==> src/rtl/aesp_pkg.sv <==
// ----------------------------------------------------------------------------
// aesp_pkg: shared types and constants for the escape sequence parser
// Character codes, result kinds, parser modes and the packed result layout.
// ----------------------------------------------------------------------------
package aesp_pkg;

	localparam int MAX_PARAMS_DEF = 8;
	localparam int TEXT_DEPTH_DEF = 64;

	localparam int CHAR_W  = 21;
	localparam int PARAM_W = 14;
	localparam int IN_W    = 24;
	localparam int OUT_W   = 112;

	// character codes
	localparam logic [CHAR_W-1:0] CH_BEL   = 21'd7;
	localparam logic [CHAR_W-1:0] CH_ESC   = 21'd27;
	localparam logic [CHAR_W-1:0] CH_SPACE = 21'd32;
	localparam logic [CHAR_W-1:0] CH_ZERO  = 21'd48;
	localparam logic [CHAR_W-1:0] CH_NINE  = 21'd57;
	localparam logic [CHAR_W-1:0] CH_SEMI  = 21'd59;
	localparam logic [CHAR_W-1:0] CH_LBRK  = 21'd91;
	localparam logic [CHAR_W-1:0] CH_RBRK  = 21'd93;
	localparam logic [CHAR_W-1:0] CH_UP    = 21'd65;
	localparam logic [CHAR_W-1:0] CH_DOWN  = 21'd66;
	localparam logic [CHAR_W-1:0] CH_FWD   = 21'd67;
	localparam logic [CHAR_W-1:0] CH_BACK  = 21'd68;
	localparam logic [CHAR_W-1:0] CH_POS_H = 21'd72;
	localparam logic [CHAR_W-1:0] CH_ED    = 21'd74;
	localparam logic [CHAR_W-1:0] CH_EL    = 21'd75;
	localparam logic [CHAR_W-1:0] CH_POS_F = 21'd102;
	localparam logic [CHAR_W-1:0] CH_SGR   = 21'd109;
	localparam logic [CHAR_W-1:0] CH_WIN   = 21'd116;

	localparam logic [PARAM_W-1:0] PARAM_CAP = 14'd1000;
	localparam logic [PARAM_W-1:0] WIN_MAX   = 14'd4095;
	localparam logic [PARAM_W-1:0] FG_LO     = 14'd30;
	localparam logic [PARAM_W-1:0] FG_HI     = 14'd37;
	localparam logic [PARAM_W-1:0] BG_LO     = 14'd40;
	localparam logic [PARAM_W-1:0] BG_HI     = 14'd47;
	localparam logic [3:0]         COLOR_DEF = 4'd8;

	typedef enum logic [3:0] {
		OP_PLAIN       = 4'd0,
		OP_CONTROL     = 4'd1,
		OP_NOOP        = 4'd2,
		OP_MOVE_ROW    = 4'd3,
		OP_MOVE_COL    = 4'd4,
		OP_MOVE_ABS    = 4'd5,
		OP_ERASE_DISP  = 4'd6,
		OP_ERASE_LINE  = 4'd7,
		OP_SET_ATTRS   = 4'd8,
		OP_WINDOW_OP   = 4'd9,
		OP_WINDOW_TEXT = 4'd10
	} op_kind_t;

	typedef enum logic [1:0] {
		MODE_TEXT  = 2'd0,
		MODE_ESC   = 2'd1,
		MODE_PARAM = 2'd2
	} mode_t;

	typedef enum logic [2:0] {
		S_IDLE,
		S_PROC,
		S_RD,
		S_USE,
		S_EMIT,
		S_TRD,
		S_TOUT
	} state_t;

	// result word, lowest field in the lowest bits
	typedef struct packed {
		logic               pad;
		logic [31:0]        window_arg;
		logic [3:0]         bg_color;
		logic [3:0]         fg_color;
		logic [2:0]         style_bits;
		logic [13:0]        abs_col;
		logic [13:0]        abs_row;
		logic signed [14:0] amount;
		logic [CHAR_W-1:0]  out_char;
		op_kind_t           op_kind;
	} result_t;

endpackage

==> src/rtl/aesp_ram.sv <==
// ----------------------------------------------------------------------------
// aesp_ram: generic single-port-write, single-port-read RAM
// One write and one registered read per cycle.
// ----------------------------------------------------------------------------
module aesp_ram #(
	parameter int WIDTH = 8,
	parameter int DEPTH = 16
) (
	input  logic                     clk,
	input  logic                     we,
	input  logic [$clog2(DEPTH)-1:0] waddr,
	input  logic [WIDTH-1:0]         wdata,
	input  logic [$clog2(DEPTH)-1:0] raddr,
	output logic [WIDTH-1:0]         rdata
);

	logic [WIDTH-1:0] mem_q [DEPTH];

	always_ff @(posedge clk) begin
		if (we) begin
			mem_q[waddr] <= wdata;
		end
		rdata <= mem_q[raddr];
	end

endmodule

==> src/rtl/ansi_escape_sequence_parser.sv <==
// ----------------------------------------------------------------------------
// ansi_escape_sequence_parser: terminal escape sequence parser
// Follows ESC [ (CSI) and ESC ] (OSC) sequences one character at a time.
// ----------------------------------------------------------------------------
//
//  channel | dir | tdata (low bit up)                          | other
//  --------+-----+---------------------------------------------+----------
//  s_axis  | in  | char_code[20:0], zero pad                   | -
//  m_axis  | out | op_kind, out_char, amount, abs_row, abs_col,| tlast=last
//          |     | style_bits, fg_color, bg_color, window_arg  |
//
//  An accepted character is held and worked on in the following cycles.
//  A plain character, digit or separator is handled in S_PROC. A CSI final
//  walks the parameter memory through S_RD and S_USE per parameter and then
//  emits from S_EMIT. An OSC text run emits one result per character through
//  S_TRD and S_TOUT, reading each from the single read port of the text memory.
//  The output register lets a new request enter while a result waits.
//  arst_n clears mode, indexes and attributes; the memories need no clearing.
//
module ansi_escape_sequence_parser #(
	parameter int MAX_PARAMS = aesp_pkg::MAX_PARAMS_DEF,
	parameter int TEXT_DEPTH = aesp_pkg::TEXT_DEPTH_DEF
) (
	input  logic                       clk,
	input  logic                       arst_n,
	input  logic                       s_axis_tvalid,
	output logic                       s_axis_tready,
	input  logic [aesp_pkg::IN_W-1:0]  s_axis_tdata,  // char_code[20:0]
	output logic                       m_axis_tvalid,
	input  logic                       m_axis_tready,
	// op_kind[3:0] out_char[24:4] amount[39:25] abs_row[53:40] abs_col[67:54]
	// style_bits[70:68] fg_color[74:71] bg_color[78:75] window_arg[110:79]
	output logic [aesp_pkg::OUT_W-1:0] m_axis_tdata,
	output logic                       m_axis_tlast
);

	localparam int PAW = $clog2(MAX_PARAMS);
	localparam int TAW = $clog2(TEXT_DEPTH);
	localparam logic [PAW-1:0] IDX_LAST = PAW'(MAX_PARAMS - 1);
	localparam logic [13:0]    TXT_CAP  = 14'(TEXT_DEPTH - 1);

	aesp_pkg::state_t  state_q, state_d;
	aesp_pkg::mode_t   mode_q;
	logic              osc_q;
	logic [PAW-1:0]    idx_q, j_q;
	logic [13:0]       cur_q;       // current parameter; text count in OSC text
	logic [13:0]       osc_arg_q;
	logic [20:0]       ch_q;
	logic [13:0]       p0_q, p1_q, p2_q;
	logic [TAW-1:0]    ti_q;
	logic [2:0]        sty_q;
	logic [3:0]        fg_q, bg_q;

	aesp_pkg::result_t res, out_q;
	logic              res_last, emit, out_valid_q, out_last_q, out_free;

	logic              pv_we;
	logic [13:0]       pv_rdata;
	logic              tx_we;
	logic [20:0]       tx_rdata;

	logic              is_digit, is_semi, in_text;
	logic [13:0]       mag, x;

	aesp_ram #(.WIDTH(14), .DEPTH(MAX_PARAMS)) u_param_ram (
		.clk   (clk),
		.we    (pv_we),
		.waddr (idx_q),
		.wdata (cur_q),
		.raddr (j_q),
		.rdata (pv_rdata)
	);

	aesp_ram #(.WIDTH(21), .DEPTH(TEXT_DEPTH)) u_text_ram (
		.clk   (clk),
		.we    (tx_we),
		.waddr (cur_q[TAW-1:0]),
		.wdata (ch_q),
		.raddr (ti_q),
		.rdata (tx_rdata)
	);

	assign s_axis_tready = (state_q == aesp_pkg::S_IDLE);
	assign m_axis_tvalid = out_valid_q;
	assign m_axis_tdata  = out_q;
	assign m_axis_tlast  = out_last_q;
	assign out_free      = !out_valid_q || m_axis_tready;

	assign is_digit = (ch_q >= aesp_pkg::CH_ZERO) && (ch_q <= aesp_pkg::CH_NINE);
	assign is_semi  = (ch_q == aesp_pkg::CH_SEMI);
	assign in_text  = osc_q && (idx_q == PAW'(1));
	assign mag      = (p0_q == 14'd0) ? 14'd1 : p0_q;
	assign x        = pv_rdata;

	// next state, memory writes and the result word
	always_comb begin
		state_d  = state_q;
		pv_we    = 1'b0;
		tx_we    = 1'b0;
		emit     = 1'b0;
		res      = '0;
		res_last = 1'b1;
		unique case (state_q)
			aesp_pkg::S_IDLE: begin
				if (s_axis_tvalid) begin
					state_d = aesp_pkg::S_PROC;
				end
			end
			aesp_pkg::S_PROC: begin
				case (mode_q)
					aesp_pkg::MODE_TEXT: begin
						if (ch_q == aesp_pkg::CH_ESC) begin
							state_d = aesp_pkg::S_IDLE;
						end else begin
							res.op_kind  = (ch_q >= aesp_pkg::CH_SPACE) ?
								aesp_pkg::OP_PLAIN : aesp_pkg::OP_CONTROL;
							res.out_char = ch_q;
							if (out_free) begin
								emit    = 1'b1;
								state_d = aesp_pkg::S_IDLE;
							end
						end
					end
					aesp_pkg::MODE_ESC: begin
						state_d = aesp_pkg::S_IDLE;
					end
					default: begin
						if (in_text) begin
							if (ch_q == aesp_pkg::CH_BEL) begin
								if (cur_q == 14'd0) begin
									// empty text still gives one result
									res.op_kind    = aesp_pkg::OP_WINDOW_TEXT;
									res.window_arg = 32'(osc_arg_q);
									if (out_free) begin
										emit    = 1'b1;
										state_d = aesp_pkg::S_IDLE;
									end
								end else begin
									state_d = aesp_pkg::S_TRD;
								end
							end else begin
								tx_we   = (cur_q < TXT_CAP);
								state_d = aesp_pkg::S_IDLE;
							end
						end else if (is_digit) begin
							state_d = aesp_pkg::S_IDLE;
						end else if (is_semi) begin
							pv_we   = 1'b1;
							state_d = aesp_pkg::S_IDLE;
						end else begin
							// final: flush current parameter, then walk them
							pv_we   = 1'b1;
							state_d = aesp_pkg::S_RD;
						end
					end
				endcase
			end
			aesp_pkg::S_RD: begin
				state_d = aesp_pkg::S_USE;
			end
			aesp_pkg::S_USE: begin
				state_d = (j_q == idx_q) ? aesp_pkg::S_EMIT : aesp_pkg::S_RD;
			end
			aesp_pkg::S_EMIT: begin
				res.op_kind = aesp_pkg::OP_NOOP;
				case (ch_q) inside
					aesp_pkg::CH_UP, aesp_pkg::CH_DOWN, aesp_pkg::CH_FWD,
					aesp_pkg::CH_BACK: begin
						res.op_kind = (ch_q == aesp_pkg::CH_UP || ch_q == aesp_pkg::CH_DOWN) ?
							aesp_pkg::OP_MOVE_ROW : aesp_pkg::OP_MOVE_COL;
						res.amount  = (ch_q == aesp_pkg::CH_UP || ch_q == aesp_pkg::CH_BACK) ?
							-$signed({1'b0, mag}) : $signed({1'b0, mag});
					end
					aesp_pkg::CH_POS_H, aesp_pkg::CH_POS_F: begin
						res.op_kind = aesp_pkg::OP_MOVE_ABS;
						res.abs_row = mag - 14'd1;
						res.abs_col = (idx_q == '0 || p1_q == 14'd0) ? 14'd0 :
							p1_q - 14'd1;
					end
					aesp_pkg::CH_ED, aesp_pkg::CH_EL: begin
						res.op_kind = (ch_q == aesp_pkg::CH_ED) ?
							aesp_pkg::OP_ERASE_DISP : aesp_pkg::OP_ERASE_LINE;
						res.amount  = $signed({1'b0, p0_q});
					end
					aesp_pkg::CH_SGR: begin
						res.op_kind    = aesp_pkg::OP_SET_ATTRS;
						res.style_bits = sty_q;
						res.fg_color   = fg_q;
						res.bg_color   = bg_q;
					end
					aesp_pkg::CH_WIN: begin
						if (p0_q == 14'd3 || p0_q == 14'd4 || p0_q == 14'd8) begin
							if (idx_q == PAW'(2) && p1_q <= aesp_pkg::WIN_MAX &&
									p2_q <= aesp_pkg::WIN_MAX) begin
								res.op_kind    = aesp_pkg::OP_WINDOW_OP;
								res.window_arg = {p2_q[11:0], p1_q[11:0], p0_q[7:0]};
							end
						end else if (p0_q == 14'd9) begin
							if (idx_q == PAW'(1) && p1_q <= aesp_pkg::WIN_MAX) begin
								res.op_kind    = aesp_pkg::OP_WINDOW_OP;
								res.window_arg = {12'd0, p1_q[11:0], p0_q[7:0]};
							end
						end else if (idx_q == '0 && p0_q >= 14'd1 && p0_q <= 14'd9) begin
							res.op_kind    = aesp_pkg::OP_WINDOW_OP;
							res.window_arg = 32'(p0_q);
						end
					end
					default: begin
						res.op_kind = aesp_pkg::OP_NOOP;
					end
				endcase
				if (out_free) begin
					emit    = 1'b1;
					state_d = aesp_pkg::S_IDLE;
				end
			end
			aesp_pkg::S_TRD: begin
				state_d = aesp_pkg::S_TOUT;
			end
			aesp_pkg::S_TOUT: begin
				res.op_kind    = aesp_pkg::OP_WINDOW_TEXT;
				res.out_char   = tx_rdata;
				res.window_arg = 32'(osc_arg_q);
				res_last       = (14'(ti_q) + 14'd1 == cur_q);
				if (out_free) begin
					emit    = 1'b1;
					state_d = res_last ? aesp_pkg::S_IDLE : aesp_pkg::S_TRD;
				end
			end
			default: begin
				state_d = aesp_pkg::S_IDLE;
			end
		endcase
	end

	always_ff @(posedge clk or negedge arst_n) begin
		if (!arst_n) begin
			state_q <= aesp_pkg::S_IDLE;
		end else begin
			state_q <= state_d;
		end
	end

	// output register: hold until taken, refill when free
	always_ff @(posedge clk or negedge arst_n) begin
		if (!arst_n) begin
			out_valid_q <= 1'b0;
		end else if (emit) begin
			out_valid_q <= 1'b1;
		end else if (m_axis_tready) begin
			out_valid_q <= 1'b0;
		end
	end

	always_ff @(posedge clk) begin
		if (emit) begin
			out_q      <= res;
			out_last_q <= res_last;
		end
	end

	// parser control state and attributes
	always_ff @(posedge clk or negedge arst_n) begin
		if (!arst_n) begin
			mode_q <= aesp_pkg::MODE_TEXT;
			osc_q  <= 1'b0;
			idx_q  <= '0;
			sty_q  <= 3'd0;
			fg_q   <= aesp_pkg::COLOR_DEF;
			bg_q   <= aesp_pkg::COLOR_DEF;
			j_q    <= '0;
			ti_q   <= '0;
		end else begin
			if (state_q == aesp_pkg::S_PROC && state_d != aesp_pkg::S_PROC) begin
				case (mode_q)
					aesp_pkg::MODE_TEXT: begin
						if (ch_q == aesp_pkg::CH_ESC) begin
							mode_q <= aesp_pkg::MODE_ESC;
						end
					end
					aesp_pkg::MODE_ESC: begin
						if (ch_q == aesp_pkg::CH_LBRK || ch_q == aesp_pkg::CH_RBRK) begin
							osc_q  <= (ch_q == aesp_pkg::CH_RBRK);
							idx_q  <= '0;
							mode_q <= aesp_pkg::MODE_PARAM;
						end else begin
							mode_q <= aesp_pkg::MODE_TEXT;
						end
					end
					default: begin
						if (in_text) begin
							if (ch_q == aesp_pkg::CH_BEL) begin
								mode_q <= aesp_pkg::MODE_TEXT;
								ti_q   <= '0;
							end
						end else if (is_digit) begin
							// digits do not touch control state
						end else if (is_semi) begin
							if (idx_q != IDX_LAST) begin
								idx_q <= idx_q + PAW'(1);
							end
						end else begin
							mode_q <= aesp_pkg::MODE_TEXT;
							j_q    <= '0;
						end
					end
				endcase
			end
			// apply SGR codes while walking the parameters
			if (state_q == aesp_pkg::S_USE) begin
				j_q <= j_q + PAW'(1);
				if (ch_q == aesp_pkg::CH_SGR) begin
					if (x == 14'd0) begin
						sty_q <= 3'd0;
						fg_q  <= aesp_pkg::COLOR_DEF;
						bg_q  <= aesp_pkg::COLOR_DEF;
					end else if (x == 14'd1) begin
						sty_q[0] <= 1'b1;
					end else if (x == 14'd4) begin
						sty_q[1] <= 1'b1;
					end else if (x == 14'd7) begin
						sty_q[2] <= 1'b1;
					end else if (x >= aesp_pkg::FG_LO && x <= aesp_pkg::FG_HI) begin
						fg_q <= 4'(x - aesp_pkg::FG_LO);
					end else if (x >= aesp_pkg::BG_LO && x <= aesp_pkg::BG_HI) begin
						bg_q <= 4'(x - aesp_pkg::BG_LO);
					end
				end
			end
			if (state_q == aesp_pkg::S_TOUT && emit) begin
				ti_q <= ti_q + TAW'(1);
			end
		end
	end

	// payload: held character, current parameter, captured parameters
	always_ff @(posedge clk) begin
		if (s_axis_tvalid && s_axis_tready) begin
			ch_q <= s_axis_tdata[20:0];
		end
		if (state_q == aesp_pkg::S_PROC && state_d != aesp_pkg::S_PROC) begin
			case (mode_q)
				aesp_pkg::MODE_TEXT: begin
				end
				aesp_pkg::MODE_ESC: begin
					cur_q <= 14'd0;
				end
				default: begin
					if (in_text) begin
						if (ch_q != aesp_pkg::CH_BEL && cur_q < TXT_CAP) begin
							cur_q <= cur_q + 14'd1;
						end
					end else if (is_digit) begin
						if (cur_q < aesp_pkg::PARAM_CAP) begin
							cur_q <= (cur_q << 3) + (cur_q << 1) + 14'(ch_q - aesp_pkg::CH_ZERO);
						end
					end else if (is_semi) begin
						if (osc_q && idx_q == '0) begin
							osc_arg_q <= cur_q;
						end
						cur_q <= 14'd0;
					end else begin
						p1_q <= 14'd0;
						p2_q <= 14'd0;
					end
				end
			endcase
		end
		if (state_q == aesp_pkg::S_USE) begin
			if (j_q == PAW'(0)) begin
				p0_q <= x;
			end
			if (j_q == PAW'(1)) begin
				p1_q <= x;
			end
			if (j_q == PAW'(2)) begin
				p2_q <= x;
			end
		end
	end

endmodule

==> config.mk <==
export PLATFORM = sky130hd
export DESIGN_NAME = ansi_escape_sequence_parser
export DESIGN_NICKNAME = d
export VERILOG_FILES = /design/src/rtl/aesp_pkg.sv /design/src/rtl/aesp_ram.sv /design/src/rtl/ansi_escape_sequence_parser.sv
export SDC_FILE = /design/constraint.sdc
export NUM_CORES = 2
export LEC_CHECK = 0
export BUFFER_PORTS_ARGS = -buffer_cell sky130_fd_sc_hd__buf_2
export CAP_MARGIN = 25
export CELL_PAD_IN_SITES_DETAIL_PLACEMENT = 1
export CELL_PAD_IN_SITES_GLOBAL_PLACEMENT = 1
export CORE_ASPECT_RATIO = 0.9
export CORE_MARGIN = 4
export CORE_UTILIZATION = 35
export CTS_CLUSTER_DIAMETER = 40
export DETAILED_ROUTE_END_ITERATION = 10
export PLACE_DENSITY_LB_ADDON = 0.1
export SKIP_CTS_REPAIR_TIMING = 1
export SYNTH_ARGS = -nofsm -noshare
export SYNTH_HDL_FRONTEND = slang
export SYNTH_SLANG_ARGS = --single-unit
==> constraint.sdc <==
create_clock -name clk -period 24.7 [get_ports clk]
set_input_delay 4.94 -clock clk [delete_from_list [all_inputs] [get_ports clk]]
set_output_delay 4.94 -clock clk [all_outputs]
set_load 0.02 [all_outputs]
-- Word-level counts from Yosys, hierarchy flattened
Memories as Yosys holds them, arrays and structs flattened. A register that Yosys moved wholly into a read port is not among the register bits.
Cells that the tools add are included.
- add/subtract/negate cells: 13
- $lt $le $gt $ge: 13
- equal/unequal tests: 56
- muxes and demuxes: 136
- bitwise logic cells: 7
- reductions and logical operators: 64
- operator list (kind ; count):
    $mux 32 ; 11
    $mux 14 ; 24
    $eq 21x7->1 const B ; 12
    $mux 4 ; 24
    $pmux 32 s3 ; 1
    $mux 3 ; 22
    $logic_not 14->1 ; 4
    $eq 14x3->1 const B ; 3
    $ge 21x6->1 const B ; 2
    $pmux 21 s2 ; 1
    $mux 15 ; 2
    $mux 6 ; 5
    $add 14x14->14 ; 2
    $eq 14x4->1 const B ; 2
    $le 14x12->1 const B ; 2
    $le 14x6->1 const B ; 2
    $pmux 14 s2 ; 1
    $sub 14x1->14 const B ; 2
    $mux 1 ; 25
    $mux 25 ; 1
    $reduce_bool 2->1 ; 12
    $eq 21x3->1 const B ; 1
    $eq 21x5->1 const B ; 1
    $eq 21x6->1 const B ; 1
    55 further kinds ; 126
- bits in registers: 233
- bits in writable memories: 1456
- bits of input ports: 28
- output and inout port bits: 115
- memories: 2
- memory list (memory ; depth ; width ; rd ports ; clocked after Yosys merged registers in ; write ports ; RTL line ; RTL):
    u_text_ram.mem_q ; 64 ; 21 ; 1 ; 1 ; 1 ; aesp_ram.sv:17 ; logic [WIDTH-1:0] mem_q [DEPTH];
    u_param_ram.mem_q ; 8 ; 14 ; 1 ; 1 ; 1 ; aesp_ram.sv:17 ;

-- Depth between registers and ports, before layout
- depth in word-level cells: 13
- mapped depth: 15

-- By module
A second synthesis with hierarchy kept.
- cells, all modules: 3613
- area, all modules: 68585.8 um^2
- modules (own cells, without submodules) (module ; times used ; cells an instance ; area an instance (um^2) ; sequential area each (um^2)):
    aesp_ram (u_text_ram) ; 1 ; 2331 ; 52036.2 ; 40779.1
    ansi_escape_sequence_parser ; 1 ; 1094 ; 11913.9 ; 6568.8
    aesp_ram (u_param_ram) ; 1 ; 188 ; 4635.7 ; 3643.5

-- Least setup slack after synthesis
Ideal clock, no wire load.
- kind: input to register
- start: input port m_axis_tready
- end: register out_q (netlist bit m_axis_tdata[0]) (enable)
- setup time: 0.585 ns
- arrival: 9.688 ns
- data required time: 24.115 ns
- slack: 14.427 ns
- cell stages on the path: 2
- buffers on the path: 0
- cell sequence: nor2b_1 -> nor2_1
- longest elaborated chain between the ends: 7
- elaborated cells on any way between the ends: 8
- ends and longest elaborated chain (item ; RTL line ; RTL):
    from (decl) ; ansi_escape_sequence_parser.sv:30 ; input logic m_axis_tready,
    $logic_or 1x1->1 * ; ansi_escape_sequence_parser.sv:87 ; assign out_free = !out_valid_q || m_axis_tready;
    $mux 1 * ; - ;
    $mux 1 ; ansi_escape_sequence_parser.sv:130 ; if (cur_q == 14'd0) begin
    $mux 1 ; ansi_escape_sequence_parser.sv:129 ; if (ch_q == aesp_pkg::CH_BEL) begin
    $mux 1 ; ansi_escape_sequence_parser.sv:128 ; if (in_text) begin
    $pmux 1 s2 ; ansi_escape_sequence_parser.sv:110 ; case (mode_q)
    $pmux 1 s2 * ; ansi_escape_sequence_parser.sv:103 ; unique case (state_q)
    named net emit ; ansi_escape_sequence_parser.sv:55 ; logic res_last, emit, out_valid_q, out_last_q, out_free;
    to (signal assigned) ; ansi_escape_sequence_parser.sv:257 ; out_q <= res;
    to (decl) ; ansi_escape_sequence_parser.sv:54 ; aesp_pkg::result_t res, out_q;
The timed path passes the listed nets; every way through them passes the cells marked *.
A chain may end at the register's enable or synchronous reset.

-- Final worst setup path
- start: register state_q[0]
- end: output port s_axis_tready
- longest elaborated chain between the ends: 1
- ends and longest elaborated chain (item ; RTL line ; RTL):
    from (decl) ; ansi_escape_sequence_parser.sv:42 ; aesp_pkg::state_t state_q, state_d;
    from (signal assigned) ; ansi_escape_sequence_parser.sv:238 ; state_q <= aesp_pkg::S_IDLE;
    from (signal assigned) ; ansi_escape_sequence_parser.sv:240 ; state_q <= state_d;
    $logic_not 3->1 ; ansi_escape_sequence_parser.sv:83 ; assign s_axis_tready = (state_q == aesp_pkg::S_IDLE);
    to (decl) ; ansi_escape_sequence_parser.sv:27 ; output logic s_axis_tready,
No other way between the ends.

==> summary.md <==
| Metric | Value |
|---|---|
| Post-route DRC violation count | `0` |
| Final number of max-transition violations | `0` |
| Power per cell area | `117 nW/um2` |
| Outcome | `finished clean` |
| Signal arrival time at the worst endpoint | `2050 ps` |
| Chip height | `425 um` |
| Total CTS buffers | `285` |
| Post-Syn Nets | `3,331` |
| Count of distinct cell types in the synthesized netlist | `77` |
| Mean post-synth cell area | `20.8 um2` |
| Clock root buffer | `clkbuf_16` |
| Post-DR vias/cell | `5.26` |
| Placeable core area | `192,000 um2` |
| Asr flop ratio synth | `1.74%` |
| RSZ-0062 raised after global routing | `false` |
| Largest net degree at the start of global routing | `95` |
| Share of cells above drive strength 1 | `34.0%` |
| Dpl cells | `5,892` |
| Transition time at the pin with the least slew margin | `1040 ps` |
| Detailed placement HPWL | `107 mm` |
| Static Leak | `26.4 nW` |
| Worst-path cell chain | `nor3_1, buf_2` |
| Start-to-end type of the worst setup path | `reg2out` |
| Most used cells in the layout excluding fill and tap cells | `edfxtp_1 (1,631), mux4_2 (469), clkbuf_16 (291), buf_2 (138)` |
| Achievable Freq | `143 MHz` |
| Fraction of the cycle the final worst path needs | `28.3%` |
| Area overhead of the layout relative to synthesis | `20.7%` |
| Worst setup margin | `17,710 ps` |
| Post-synthesis instance area | `67,700 um2` |
| RePlAce Congestion | `0.765` |
| Insertion delay to the later sink of the worst-skew pair | `900 ps` |
| Largest buffer count on any clock path | `4` |
| Die boundary width | `472 um` |
| Number of top-level pins | `143` |
| Number of flip-flops and latches in the synthesized netlist | `1,724` |
| Final Total Pwr | `9.55 mW` |
| Fill cell total of the finished layout | `17,800` |
| Overall Global Routing Usage | `18.9%` |
| Time the final worst path needs with I/O delays and setup | `6990 ps` |
| Via count of the first global-routing pass | `36,700` |
| Post-layout instance count excluding filler cells | `6,396` |
| Top flip-flop cell by instance count after synthesis | `edfxtp_1` |
| Count of routing violations after the opening detailed-route iteration | `2,994` |
| Max-cap violation count | `0` |
| Total count of hold-check failures in the final report | `0` |
| Remaining global-route overflow | `0` |
| Via count | `33,600` |
| CTS tree | `done` |
| Worst min-delay path category | `reg2reg` |
| Slowest library cell on the worst path | `dfrtp_1` |
| Peak fanout along the critical path | `11` |
| Post-synth EDFFs | `1,631` |
| VDD IR-drop max | `0.0000870 V` |
| Sinks on the clock net | `1,724` |
| Routed Antenna Nets | `0` |
| Detailed Routing Iterations Pass 1 | `5` |
| Port Buffers | `138` |
| Clock transition at the registers of the reported paths | `50 ps` |
| Number of nets at the end of the flow | `3,724` |
| Detailed Route WL | `189 mm` |
| Antenna violations before repair | `8` |
| Clock H-tree levels | `5` |
| Standard-cell row count | `152` |
| CP required | `19,760 ps` |
| Post-route cell area | `81,800 um2` |
| Setup TNS | `0 ps` |
| Total of warnings raised by yosys | `0` |
| Final number of setup-violating endpoints | `0` |
| Endpoint kind of the worst setup timing path | `output port` |
| Worst setup slack before clock tree synthesis | `17,170 ps` |
| Crit path largest cell delay | `490 ps` |
| Most common library cell in the layout ignoring fill and taps | `edfxtp_1` |
| Average wire per standard cell | `29.6 um` |
| Post-Synthesis Cells | `3,252` |
| First-pass GRT wire length | `271 mm` |
| Worst max-slew margin expressed relative to the limit | `30.8%` |
| Kind of launch point of the worst setup path | `flip-flop` |
| Sequential-to-total area share from yosys stat | `75.3%` |
| Initial Util | `35.4%` |
| Placed Area | `72,200 um2` |
| Area enclosed by the die boundary | `201,000 um2` |
| Largest clock skew in the final design | `64.4 ps` |
registers in the layout, summed over array words and instances (netlist names), 2 cells and up:
signal             count
idx_q                  3
fg_q                   4
p0_q                  14
u_text_ram.mem_q    1344
j_q                    3
ch_q                  21
ti_q                   6
u_param_ram.rdata     14
cur_q                 14
osc_arg_q             14
mode_q                 2
state_q                3
u_text_ram.rdata      21
sty_q                  3
m_axis_tdata         111
bg_q                   4
p1_q                  14
p2_q                  14
u_param_ram.mem_q    112
worst paths after layout:
kind,startpoint,to,slack [ps],cells past startpoint
worst max-delay path,state_q[0],s_axis_tready,17710,2
worst min-delay path,p2_q[7],p2_q[7],460,2
worst max register to register,ch_q[3],cur_q[13],20000,15
worst min register to register,p2_q[7],p2_q[7],460,2
max in group asynchronous,arst_n,ti_q[1],19880,1
min in group asynchronous,arst_n,fg_q[0],4150,1
power breakdown:
group | leakage [nW] | switching, mW | total (mW) | internal (mW)
Combinational | 6.15 | 1.11 | 1.99 | 0.876
Sequential | 15.6 | 0.182 | 3.63 | 3.45
Clock | 4.58 | 1.37 | 3.93 | 2.56
Total | 26.4 | 2.66 | 9.55 | 6.89
synthesized netlist by cell type, types with 13 or more instances:
master,instances,area [um2]
dfxtp_1,63,1260
inv_1,51,191
nor4_1,13,81.3
buf_2,38,190
nand2_1,124,465
and3_1,19,119
ha_1,40,500
and2_1,25,156
clkbuf_1,98,368
o21ai_0,64,320
dfrtp_1,28,701
xnor2_1,52,455
edfxtp_1,1631,49000
a22o_1,32,280
nand3_1,37,185
mux2_2,18,203
or3_1,14,87.6
nor3_1,39,195
nor2_1,174,653
buf_1,27,101
mux4_2,469,10600
a21oi_1,38,190
routing by layer:
metal,GRT usage (%),vias up,routed length [um]
met5,0,-,13
met1,25.8,18200,82800
met3,3.02,285,8230
met4,5.35,2,4820
li1,-,14200,-
met2,31.5,857,93300
area by class of cell:
class                   instances  area (um2)  area share, %
inverters                      51         196          0.240
multi-input cells            1311       16100           19.7
clock buffers                 329        7480           9.15
repair buffers                272        1830           2.24
clock inverters               163        1960           2.39
well taps                    2541        3180           3.89
flip-flops and latches       1724       51000           62.4
diodes                          5        12.5         0.0153
per-stage QoR:
stage	hold slack (ps)	util (%)
CTS	459	42.6
global placement	451	37.6
finish	456	42.7
global route	487	42.7
floorplan	406	-
detailed placement	449	37.7
logic make-up (layout without fill, tap and decap cells):
group	Yosys count	in the layout	share of synthesized area, %
AND/OR/NAND/NOR	516	516	3.74
XOR/XNOR	64	64	0.828
AO/OA/AOI/OAI	189	189	1.83
flip-flops	1724	1724	75.3
other	1	6	0.00554
buffers and inverters	217	815	1.30
multiplexers	490	490	15.9
adder cells (fa/ha/maj)	51	51	1.06
critical path: cells and delay by family (launching register included):
kind	cells	cell delay (ps)
buf+inv	1	260
simple gates	1	450
flops	1	490
Power figures use the tool's default switching activity.
